File: src/hw/rtl/olir_pkg.sv
`timescale 1ns / 1ps
// ----------------------------------------------------------------------------
// olir_pkg: shared definitions for the ordered list block
// Sizes, request and status codes, and the command and status groups that
// pass between the sequencer and the datapath.
// ----------------------------------------------------------------------------
package olir_pkg;

    // list storage
    localparam int CAPACITY  = 256;
    localparam int WORD_BITS = 32;

    // fixed field widths at the ports
    localparam int FUNC_W   = 2;
    localparam int INDEX_W  = 9;
    localparam int ITEM_W   = 32;
    localparam int STATUS_W = 2;
    localparam int COUNT_W  = 9;

    // internal widths derived from the capacity
    localparam int CNT_W  = $clog2(CAPACITY + 1);
    localparam int ADDR_W = $clog2(CAPACITY);
    localparam int POS_W  = (INDEX_W > CNT_W) ? INDEX_W : CNT_W;

    // request codes
    localparam logic [FUNC_W-1:0] FUNC_APPEND = 2'd0;
    localparam logic [FUNC_W-1:0] FUNC_INSERT = 2'd1;
    localparam logic [FUNC_W-1:0] FUNC_REMOVE = 2'd2;
    localparam logic [FUNC_W-1:0] FUNC_NONE   = 2'd3;

    // result status codes
    typedef enum logic [STATUS_W-1:0] {
        ST_OK    = 2'd0,
        ST_RANGE = 2'd1,
        ST_FULL  = 2'd2,
        ST_EMPTY = 2'd3
    } olir_status_t;

    // sequencer to datapath
    typedef struct packed {
        logic load_req;   // latch a new request
        logic eval;       // register the request status
        logic ptr_top;    // pointer to last entry
        logic ptr_pos;    // pointer to request position
        logic ptr_dec;
        logic ptr_inc;
        logic wr_up;      // move entry at pointer one place up
        logic wr_dn;      // move entry at pointer one place down
        logic wr_put;     // write the new word at the position
        logic take;       // capture the removed word
        logic cnt_inc;
        logic cnt_dec;
        logic out_load;   // load the result register
    } olir_cmd_t;

    // datapath to sequencer
    typedef struct packed {
        logic ins_ok;     // append or insert will go ahead
        logic rem_ok;     // remove will go ahead
        logic at_end;     // insert position equals the count
        logic up_done;    // pointer has reached the position
        logic dn_more;    // an entry remains above the pointer
    } olir_sts_t;

endpackage

File: src/hw/rtl/olir_ctrl.sv
`timescale 1ns / 1ps
// ----------------------------------------------------------------------------
// olir_ctrl: ordered list sequencer
// Takes one request at a time, steps the datapath through the shift and
// hands the result to the output register.
// ----------------------------------------------------------------------------
module olir_ctrl
    import olir_pkg::*;
(
    input  logic      clk,
    input  logic      rst_n,
    input  logic      req_valid,
    output logic      req_ready,
    output logic      rsp_valid,
    input  logic      rsp_ready,
    output olir_cmd_t cmd,
    input  olir_sts_t sts
);

    typedef enum logic [2:0] {
        S_IDLE,
        S_EVAL,
        S_UP,
        S_PUT,
        S_TAKE,
        S_DOWN,
        S_RESP
    } state_t;

    state_t state_reg;
    state_t state_next;
    logic   out_valid_reg;
    logic   out_valid_next;

    assign req_ready = (state_reg == S_IDLE);
    assign rsp_valid = out_valid_reg;

    // next state and commands
    always_comb
    begin
        state_next = state_reg;
        cmd        = '0;
        unique case (state_reg)
            S_IDLE:
            begin
                if (req_valid)
                begin
                    cmd.load_req = 1'b1;
                    state_next   = S_EVAL;
                end
            end
            S_EVAL:
            begin
                cmd.eval = 1'b1;
                if (sts.ins_ok)
                begin
                    if (sts.at_end)
                    begin
                        state_next = S_PUT;
                    end
                    else
                    begin
                        cmd.ptr_top = 1'b1;
                        state_next  = S_UP;
                    end
                end
                else if (sts.rem_ok)
                begin
                    cmd.ptr_pos = 1'b1;
                    state_next  = S_TAKE;
                end
                else
                begin
                    state_next = S_RESP;
                end
            end
            S_UP:
            begin
                cmd.wr_up = 1'b1;
                if (sts.up_done)
                begin
                    state_next = S_PUT;
                end
                else
                begin
                    cmd.ptr_dec = 1'b1;
                end
            end
            S_PUT:
            begin
                cmd.wr_put  = 1'b1;
                cmd.cnt_inc = 1'b1;
                state_next  = S_RESP;
            end
            S_TAKE:
            begin
                cmd.take = 1'b1;
                if (sts.dn_more)
                begin
                    cmd.ptr_inc = 1'b1;
                    state_next  = S_DOWN;
                end
                else
                begin
                    cmd.cnt_dec = 1'b1;
                    state_next  = S_RESP;
                end
            end
            S_DOWN:
            begin
                cmd.wr_dn = 1'b1;
                if (sts.dn_more)
                begin
                    cmd.ptr_inc = 1'b1;
                end
                else
                begin
                    cmd.cnt_dec = 1'b1;
                    state_next  = S_RESP;
                end
            end
            S_RESP:
            begin
                if (!out_valid_reg || rsp_ready)
                begin
                    cmd.out_load = 1'b1;
                    state_next   = S_IDLE;
                end
            end
            default:
            begin
                state_next = S_IDLE;
            end
        endcase
    end

    // result valid flag
    always_comb
    begin
        if (cmd.out_load)
        begin
            out_valid_next = 1'b1;
        end
        else if (rsp_ready)
        begin
            out_valid_next = 1'b0;
        end
        else
        begin
            out_valid_next = out_valid_reg;
        end
    end

    // state and registered outputs
    always_ff @(posedge clk or negedge rst_n)
    begin
        if (!rst_n)
        begin
            state_reg     <= S_IDLE;
            out_valid_reg <= 1'b0;
        end
        else
        begin
            state_reg     <= state_next;
            out_valid_reg <= out_valid_next;
        end
    end

    // an accepted item is checked next
    a_accept_eval: assert property (@(posedge clk) disable iff (!rst_n)
        (req_valid && req_ready) |=> (state_reg == S_EVAL))
        else $error("accepted item not evaluated");

    // a free result slot never stalls the last step
    a_resp_free: assert property (@(posedge clk) disable iff (!rst_n)
        (state_reg == S_RESP && !out_valid_reg) |=> (state_reg == S_IDLE && out_valid_reg))
        else $error("result not issued into free slot");

endmodule
File: config.mk
export PLATFORM = sky130hd
export DESIGN_NAME = olir_ctrl
export DESIGN_NICKNAME = d
export VERILOG_FILES = /design/src/hw/rtl/olir_pkg.sv /design/src/hw/rtl/olir_ctrl.sv
export SDC_FILE = /design/constraint.sdc
export NUM_CORES = 1
export LEC_CHECK = 0
export BUFFER_PORTS_ARGS = -buffer_cell sky130_fd_sc_hd__buf_4
export CORE_AREA = 4 4 41 43
export CTS_CLUSTER_DIAMETER = 40
export DETAILED_ROUTE_END_ITERATION = 6
export DIE_AREA = 0 0 45 47
export GPL_TIMING_DRIVEN = 0
export HOLD_SLACK_MARGIN = 0.06
export PLACE_DENSITY = 0.56
export SLEW_MARGIN = 40
export SYNTH_ARGS = -nofsm -noshare
export SYNTH_HDL_FRONTEND = slang
export SYNTH_SLANG_ARGS = --single-unit
File: constraint.sdc
create_clock -name clk -period 1.6 [get_ports clk]
set_input_delay 0.16 -clock clk [delete_from_list [all_inputs] [get_ports clk]]
set_output_delay 0.16 -clock clk [all_outputs]
set_load 0.02 [all_outputs]
==> impl_metrics.yaml, run 1 <==
outcome:
  status: "finished, final reports clean"
detailed_routing:
  drc_errors: 0
  antenna_left: 0
  drt_wl_total_um: 930
  wire_per_inst_um: 11.3
  via_count: 374
  firstDrtPassIters: 3
  viasPerCell: 4.56
  drt-initial-drc-count: 6
timing:
  post-route-min-period_ps: 1500
  fin_ws_ps: 97.8
  tightestPinTransition_ps: 261
  relSlewSlack_pct: 82.5
  drv_slew: 0
  tns_ps: 0
  rsz0062_at_grt: "no"
  whs_ps: 218
  report.final.setup_viol: 0
  max_freq_ghz: 0.666
  hold_viol: 0
  fin_crit_sh_pct: 93.9
  finClkSkew_ps: 1.31
layout:
  area_delta_synth_final_pct: 65.9
  layout_commonest_cell: "buf_4"
  antennaDiodeCount: 0
  largest_register_ffs: 3
  layout_common_cells: "25 x buf_4, 6 x nor2_1, 4 x nand2b_1, 3 x clkbuf_4, 3 x dfrtp_1"
  seq_area_um2: 101
  nNetsFinal: 78
  drive_above_1_share_pct: 56.7
  fill_cells: 142
  multiInputGateArea_um2: 215
floorplanning:
  initial_core_util_pct: 26.8
  rows: 13
  die_h_um: 47
  die-area_um2: 2120
  fp.dieW_um: 45
  num_io_pins: 24
  core_area_um2: 1300
synthesis:
  ys_seq_area_share_pct: 28.7
  yosysWarnings: 0
  synth_top_area_share_pct: 28.7
  syn_avg_cell_area_um2: 8.73
  synth_area_leaders: "dfrtp_1 29%, nand2b_4 7.9%, nand2b_1 7.2%"
  ys_seq_elements: 4
  yosysUniqueCellTypes: 23
  yosys.area.top_type: "dfrtp_1"
  postSynthCellCount: 40
  synth_area_um2: 349
  syn_nets: 49
job:
  max-cap-violations: 0
critical_path:
  arrival_ps: 1340
  cp-end-kind: "output port"
  crit_type: "reg2out"
  crit_required_ps: 1440
  path_max_fanout: 8
  startpoint_type: "flip-flop"
worst_hold_path:
  min_path_type: "in2reg"
placement:
  dp_hpwl_um: 740
  io_buffers: 23
  gp_congestion: 0.736
  pre_cts_ws_ps: 255
global_routing:
  met3_usage_pct: 3.07
  grt_max_degree: 11
  use_met2_pct: 15.0
  use_met1_pct: 11.6
  grt_pass1_vias: 366
  grt-ovfl-total: 0
  busiest_layer: "met2"
  grt.total_usage_pct: 9.81
  antenna_found_initial: 0
  grt_pass1_wl_um: 1480
clocking:
  path_clk_slew_ps: 40
  insertion_delay_ps: 240
  cts_tree: "done"
  clockBufferDepth: 2
  postCtsSetupRepairBufs: 0
  cts.sinks: 4
  h-tree-depth: 1
  cts_buffers: 3
  cts-root-buf: "clkbuf_4"
pwr:
  p_leak_nw: 0.288
  p_sw_mw: 0.544
  peakVddDrop_mv: 0.884
  clockPowerShare_pct: 11.0
  p_sw_share_pct: 47.0
  seq_power_share_pct: 18.8
  p_int_mw: 0.613
  power_density_nw_per_um2: 2000
  p_total_mw: 1.16
  power_frac_comb_pct: 70.2
[cell usage after synthesis]
cell / instances
nor2_1: 6
inv_1: 2
nand2b_1: 4
nor2b_1: 1
and2_1: 1
o21ai_0: 2
buf_2: 1
o31ai_1: 1
a21oi_1: 2
buf_4: 2
nand2b_4: 2
nand2b_2: 1
o21ai_1: 1
nor3_1: 2
o2bb2ai_1: 1
dfrtp_1: 4
a221oi_2: 1
and3_1: 1
nor3b_1: 1
nor4b_2: 1
nor3_2: 1
o22a_1: 1
buf_6: 1
[kinds of logic after synthesis]
logic type	after synthesis	share of synthesized area, %
simple gates	21	41.6
compound gates	9	18.6
buf+inv	6	11.1
flops	4	28.7
[path summary, 6_finish.rpt]
kind / startpoint / endpoint / slack, ps / cells past startpoint
worst min-delay path: sts[0] / state_reg[0] / 220 / 3
worst max register to register: state_reg[1] / state_reg[0] / 510 / 3
worst min register to register: rsp_valid / rsp_valid / 560 / 2
max in group asynchronous: rst_n / state_reg[0] / 1230 / 2
worst max-delay path: state_reg[0] / cmd[0] / 100 / 4
min in group asynchronous: rst_n / state_reg[1] / 260 / 2
[layer usage]
metal  vias to the layer above  wire length [um]  share of wire (%)
met5                         -                 0                  0
li1                        195                 -                  -
met1                       158               376                 40
met3                         4                75                8.1
met2                        17               451                 48
met4                         0                26                2.8
[worst max-delay path: stages, from the launching register on]
cell and delay [ps]:
dfrtp_2 460, nand2b_2 250, nor3b_2 160, buf_4 120, buf_4 120
[cell type report]
cell class	count	area share [%]
buffer	4	5.40
clock buffer	3	3.89
inverter	2	1.30
multi-input combinational	30	37.1
sequential	4	17.5
tap	15	3.24
timing repair buffer	24	31.5
[per-stage QoR]
step,instances,util [%],cell area (um2)
2_1_floorplan,40,-,349
3_3_place_gp,78,41.5,541
3_5_place_dp,78,41.5,541
4_1_cts,82,44.0,573
5_1_grt,82,44.5,579
6_report,82,44.5,579
[repair_timing]
item	in CTS	in global routing
hold buffers	1	0
setup endpoints to repair	0	1
hold endpoints to repair	4	0
resized for setup	0	2
[power by group through the flow]
stage               Sequential (mW)  Combinational [mW]  Clock [mW]
finish                        0.218               0.812       0.127
global route                  0.232               0.878       0.136
CTS                           0.216               0.818       0.127
detailed placement            0.218               0.813           0
global placement              0.217               0.814           0
floorplan                     0.219               0.530           0
Note: power is estimated with default switching activity, not from simulation.
==> inputs of run 2 (changes only) <==
==> constraint.sdc (replaced) <==
create_clock -name clk -period 1.6 [get_ports clk]
set_input_delay 0.32 -clock clk [delete_from_list [all_inputs] [get_ports clk]]
set_output_delay 0.32 -clock clk [all_outputs]
set_load 0.02 [all_outputs]
==> run 2 against run 1 <==
  * Non-clock buffer count is 7 higher
  * Register-to-register slack worse by 150 ps
  * Worst hold slack better by 160 ps
  * Cell area is 11% higher
  * Combinational power increased by 24%
  * Die area unchanged
  * Largest cell class is now buffers
  * Largest power group unchanged
  * Flip-flop and latch count did not move
  * Global-route usage increased by 0.16 points
==> impl_metrics.yaml, run 2 (synthesized netlist as in run 1, its figures left out) <==
critical_path:
  arrival_ps: 1260
  ff2ff_setup_slack_ps: 360
  startpoint_type: "flip-flop"
  crit_type: "reg2out"
  crit_required_ps: 1280
  reg2reg_from: "state_reg[1]"
  rr_endpoint: "state_reg[0]"
  cp-end-kind: "output port"
  path_max_fanout: 7
  rr_worst_depth: 5
detailed_routing:
  antenna_left: 0
  drt-initial-drc-count: 7
  wire_per_inst_um: 11.8
  viasPerCell: 4.55
  drt_wl_total_um: 1050
  drc_errors: 0
  via_count: 405
  firstDrtPassIters: 4
layout:
  nNetsFinal: 85
  layout_commonest_cell: "buf_4"
  stdcell_area_um2: 646
  layout_common_cells: "31 x buf_4, 6 x nor2_1, 4 x nand2b_1, 3 x clkbuf_4"
  largest_register_ffs: 3
  final_cells: 89
  area_delta_synth_final_pct: 84.9
  drive_above_1_share_pct: 63.5
  antennaDiodeCount: 0
global_routing:
  grt_max_degree: 11
  grt_pass1_wl_um: 1500
  grt_pass1_vias: 375
  grt.total_usage_pct: 9.97
  grt-ovfl-total: 0
  antenna_found_initial: 0
clocking:
  cts_buffers: 3
  insertion_delay_ps: 240
  path_clk_slew_ps: 40
  cts.sinks: 4
  clockBufferDepth: 2
  h-tree-depth: 1
  cts_tree: "done"
  cts-root-buf: "clkbuf_4"
timing:
  rsz0062_at_grt: "yes"
  fin_ws_ps: 16.2
  tns_ps: 0
  fin_crit_sh_pct: 99.0
  max_freq_ghz: 0.631
  hold_viol: 0
  drv_slew: 0
  post-route-min-period_ps: 1580
  relSlewSlack_pct: 82.4
  whs_ps: 380
  finClkSkew_ps: 2.10
  report.final.setup_viol: 0
  tightestPinTransition_ps: 262
floorplanning:
  num_io_pins: 24
  rows: 13
  die_h_um: 47
  core_area_um2: 1300
  die-area_um2: 2120
  initial_core_util_pct: 26.8
  fp.dieW_um: 45
worst_hold_path:
  whs_path_depth: 3
  min_to: "state_reg[0]"
  min_from: "sts[0]"
  min_path_type: "in2reg"
placement:
  gp_congestion: 0.736
  post_dp_cell_area_um2: 541
  dp_cells: 78
  dp_hpwl_um: 740
  pre_cts_ws_ps: 95.0
  io_buffers: 23
pwr:
  peakVddDrop_mv: 0.882
  p_leak_nw: 0.327
  power_density_nw_per_um2: 2060
job:
  max-cap-violations: 0
outcome:
  status: "finished, final reports clean"
-- run 2: timing repair --
item                                   in CTS  in global routing
setup buffers                               2                  4
gates resized for setup                     4                  3
setup endpoints to repair                   5                  5
endpoints found under the hold margin       4                  0
gates cloned                                0                  1
hold buffers                                1                  0
-- run 2: routing by layer --
metal	up-vias	global-route usage, %	share of wire (%)
met3	4	3.07	7.4
met5	-	0	0
met4	0	7.02	2.9
met1	178	11.6	41
li1	206	-	-
met2	17	15.5	48
-- run 2: critical path: stages (launching register included) --
cell and delay (ps):
dfrtp_1 360, buf_6 130, nand2b_4 160, nor4b_4 200, buf_4 170
-- run 2: worst max-delay path by stage --
| stage | from | to | slack [ps] | cells after the start |
|---|---|---|---|---|
| after CTS | state_reg[2] | cmd[10] | -10 | 4 |
| after global placement | state_reg[0] | cmd[0] | 80 | 4 |
| after global routing | state_reg[0] | cmd[0] | -30 | 4 |
| after detailed placement | state_reg[0] | cmd[0] | 100 | 4 |
| final | state_reg[2] | cmd[10] | 20 | 4 |
| after floorplan | state_reg[2] | cmd[12] | 110 | 3 |
-- run 2: power breakdown --
group / switching, mW / internal, mW / total, mW
Clock: 0.0427 / 0.0840 / 0.127
Sequential: 0.0359 / 0.159 / 0.195
Combinational: 0.516 / 0.490 / 1.01
Total: 0.595 / 0.733 / 1.33
-- run 2: cell type report --
type	instances	area, um2
fill	133	656
multi-input combinational	30	224
buffer	4	37.5
timing repair buffer	31	233
inverter	2	7.51
sequential	4	103
clock buffer	3	22.5
tap	15	18.8
-- run 2: stage by stage --
step                power (mW)  utilization, %
floorplan                0.749               -
global placement          1.03            41.5
detailed placement        1.03            41.5
CTS                       1.23            46.2
global route              1.42            49.6
finish                    1.33            49.6
==> inputs of run 3 (changes only) <==
--- a/config.mk
+++ b/config.mk
@@ -6,10 +6,10 @@
 export NUM_CORES = 1
 export LEC_CHECK = 0
 export BUFFER_PORTS_ARGS = -buffer_cell sky130_fd_sc_hd__buf_4
-export CORE_AREA = 4 4 41 43
+export CORE_AREA = 2 2 39 41
 export CTS_CLUSTER_DIAMETER = 40
 export DETAILED_ROUTE_END_ITERATION = 6
-export DIE_AREA = 0 0 45 47
+export DIE_AREA = 0 0 41 43
 export GPL_TIMING_DRIVEN = 0
 export HOLD_SLACK_MARGIN = 0.06
 export PLACE_DENSITY = 0.56
==> run 3 against run 2 <==
  * Flip-flop and latch count stayed put
  * Worst hold slack better by 4.8 ps
  * Sequential power is 16% higher
  * Maximum frequency is 1.0% higher
  * Cell area is 1.7% higher
==> impl_metrics.yaml, run 3 (synthesized netlist as in run 1, its figures left out) <==
detailed_routing:
  drc_errors: 0
  firstDrtPassIters: 4
  antenna_left: 0
  via_count: 406
  wire_per_inst_um: 11.9
  viasPerCell: 4.56
  drt_wl_total_um: 1060
  drt-initial-drc-count: 4
layout:
  antennaDiodeCount: 0
  nNetsFinal: 84
  drive_above_1_share_pct: 65.8
  fill_cells: 150
  final_cells: 89
  multiInputGateArea_um2: 234
  area_delta_synth_final_pct: 88.2
  layout_common_cells: "30 x buf_4, 6 x nor2_1, 4 x nand2b_1"
  seq_area_um2: 104
  largest_register_ffs: 3
  layout_commonest_cell: "buf_4"
critical_path:
  path_max_fanout: 7
  startpoint_type: "flip-flop"
  worstSetupStartpoint: "state_reg[0]"
  crit_slowest_cell: "dfrtp_2"
  crit_top_cell: "buf_4"
  crit_required_ps: 1280
  slowest_delay_ps: 390
  cp-end-kind: "output port"
  crit_chain: "buf_4, nor3_2, and2_1, buf_4"
  reg2reg_from: "state_reg[1]"
  arrival_ps: 1250
  crit_type: "reg2out"
global_routing:
  antenna_found_initial: 0
  grt_max_degree: 8
  grt_pass1_vias: 384
  grt_pass1_wl_um: 1570
  grt.total_usage_pct: 13.3
  grt-ovfl-total: 0
timing:
  rsz0062_at_grt: "yes"
  report.final.setup_viol: 0
  max_freq_ghz: 0.638
  hold_viol: 0
  relSlewSlack_pct: 81.3
  post-route-min-period_ps: 1570
  fin_crit_sh_pct: 98.0
  tightestPinTransition_ps: 279
  whs_ps: 385
  drv_slew: 0
  finClkSkew_ps: 1.60
clocking:
  path_clk_slew_ps: 30
  cts-root-buf: "clkbuf_4"
  cts.sinks: 4
  cts_tree: "done"
  insertion_delay_ps: 230
  clockBufferDepth: 2
  cts_buffers: 3
  h-tree-depth: 1
pwr:
  p_sw_mw: 0.601
  peakVddDrop_mv: 0.823
  clockPowerShare_pct: 9.1
  power_frac_comb_pct: 74.2
  p_total_mw: 1.35
  p_int_mw: 0.751
  power_density_nw_per_um2: 2060
  seq_power_share_pct: 16.7
  p_leak_nw: 0.326
  p_sw_share_pct: 44.5
job:
  max-cap-violations: 0
floorplanning:
  die_h_um: 43
  die-area_um2: 1760
  core_area_um2: 1380
  rows: 14
  fp.dieW_um: 41
  num_io_pins: 24
  initial_core_util_pct: 25.2
placement:
  io_buffers: 23
  gp_congestion: 0.793
  dp_cells: 79
  dp_hpwl_um: 688
worst_hold_path:
  min_path_type: "in2reg"
  min_from: "sts[0]"
outcome:
  status: "finished, final reports clean"
run 3: metrics by stage:
step / util (%) / setup TNS, ps / cell area, um2 / worst slack [ps]
4_1_cts: 44.4 / 0 / 614 / 7.86
3_3_place_gp: 39.2 / 0 / 542 / 100
5_1_grt: 47.5 / -28.2 / 657 / -14.2
3_5_place_dp: 39.2 / 0 / 542 / 103
2_1_floorplan: - / 0 / 349 / 111
6_report: 47.5 / 0 / 657 / 32.6
run 3: final timing paths:
| path | endpoint | slack, ps | cells past startpoint |
|---|---|---|---|
| worst max-delay path | cmd[12] | 30 | 4 |
| worst min-delay path | state_reg[0] | 380 | 3 |
| worst max register to register | state_reg[0] | 350 | 4 |
| worst min register to register | rsp_valid | 590 | 2 |
| max in group asynchronous | state_reg[0] | 1070 | 2 |
| min in group asynchronous | rsp_valid | 420 | 2 |
run 3: cell type report:
cell class | count | share of cell area [%]
Tap cell | 16 | 3.05
Buffer | 3 | 4.00
Inverter | 2 | 1.14
Timing Repair Buffer | 31 | 37.0
Sequential cell | 4 | 15.8
Multi-Input combinational cell | 30 | 35.6
Clock buffer | 3 | 3.43
run 3: layer usage:
layer  share of wire (%)  global-route usage [%]  vias to the layer above
met5                   0                       0                        -
met4                   0                    10.0                        0
met3                 7.2                    1.57                        0
met2                  53                    20.3                       16
met1                  40                    15.8                      187
li1                    -                       -                      203
run 3: power by group through the flow:
stage	sequential, mW	clock [mW]	combinational (mW)
after floorplan	0.219	0	0.530
after global placement	0.218	0	0.810
after detailed placement	0.218	0	0.805
after CTS	0.216	0.130	0.906
after global routing	0.235	0.134	1.07
final	0.226	0.123	1.00
run 3: what timing repair did:
action                                 4_1_cts  5_1_grt
buffers inserted                             5        2
endpoints found under the hold margin        4        0
resized for setup                            3        7
hold buffers                                 1        0
pin swaps                                    0        2
setup endpoints to repair                    5        4
run 3: worst max-delay path: cells and delay by family (launching register included):
kind                   cells  cell delay, ps
DFF                        1             390
and+or+nand+nor            2             320
buffers and inverters      2             300
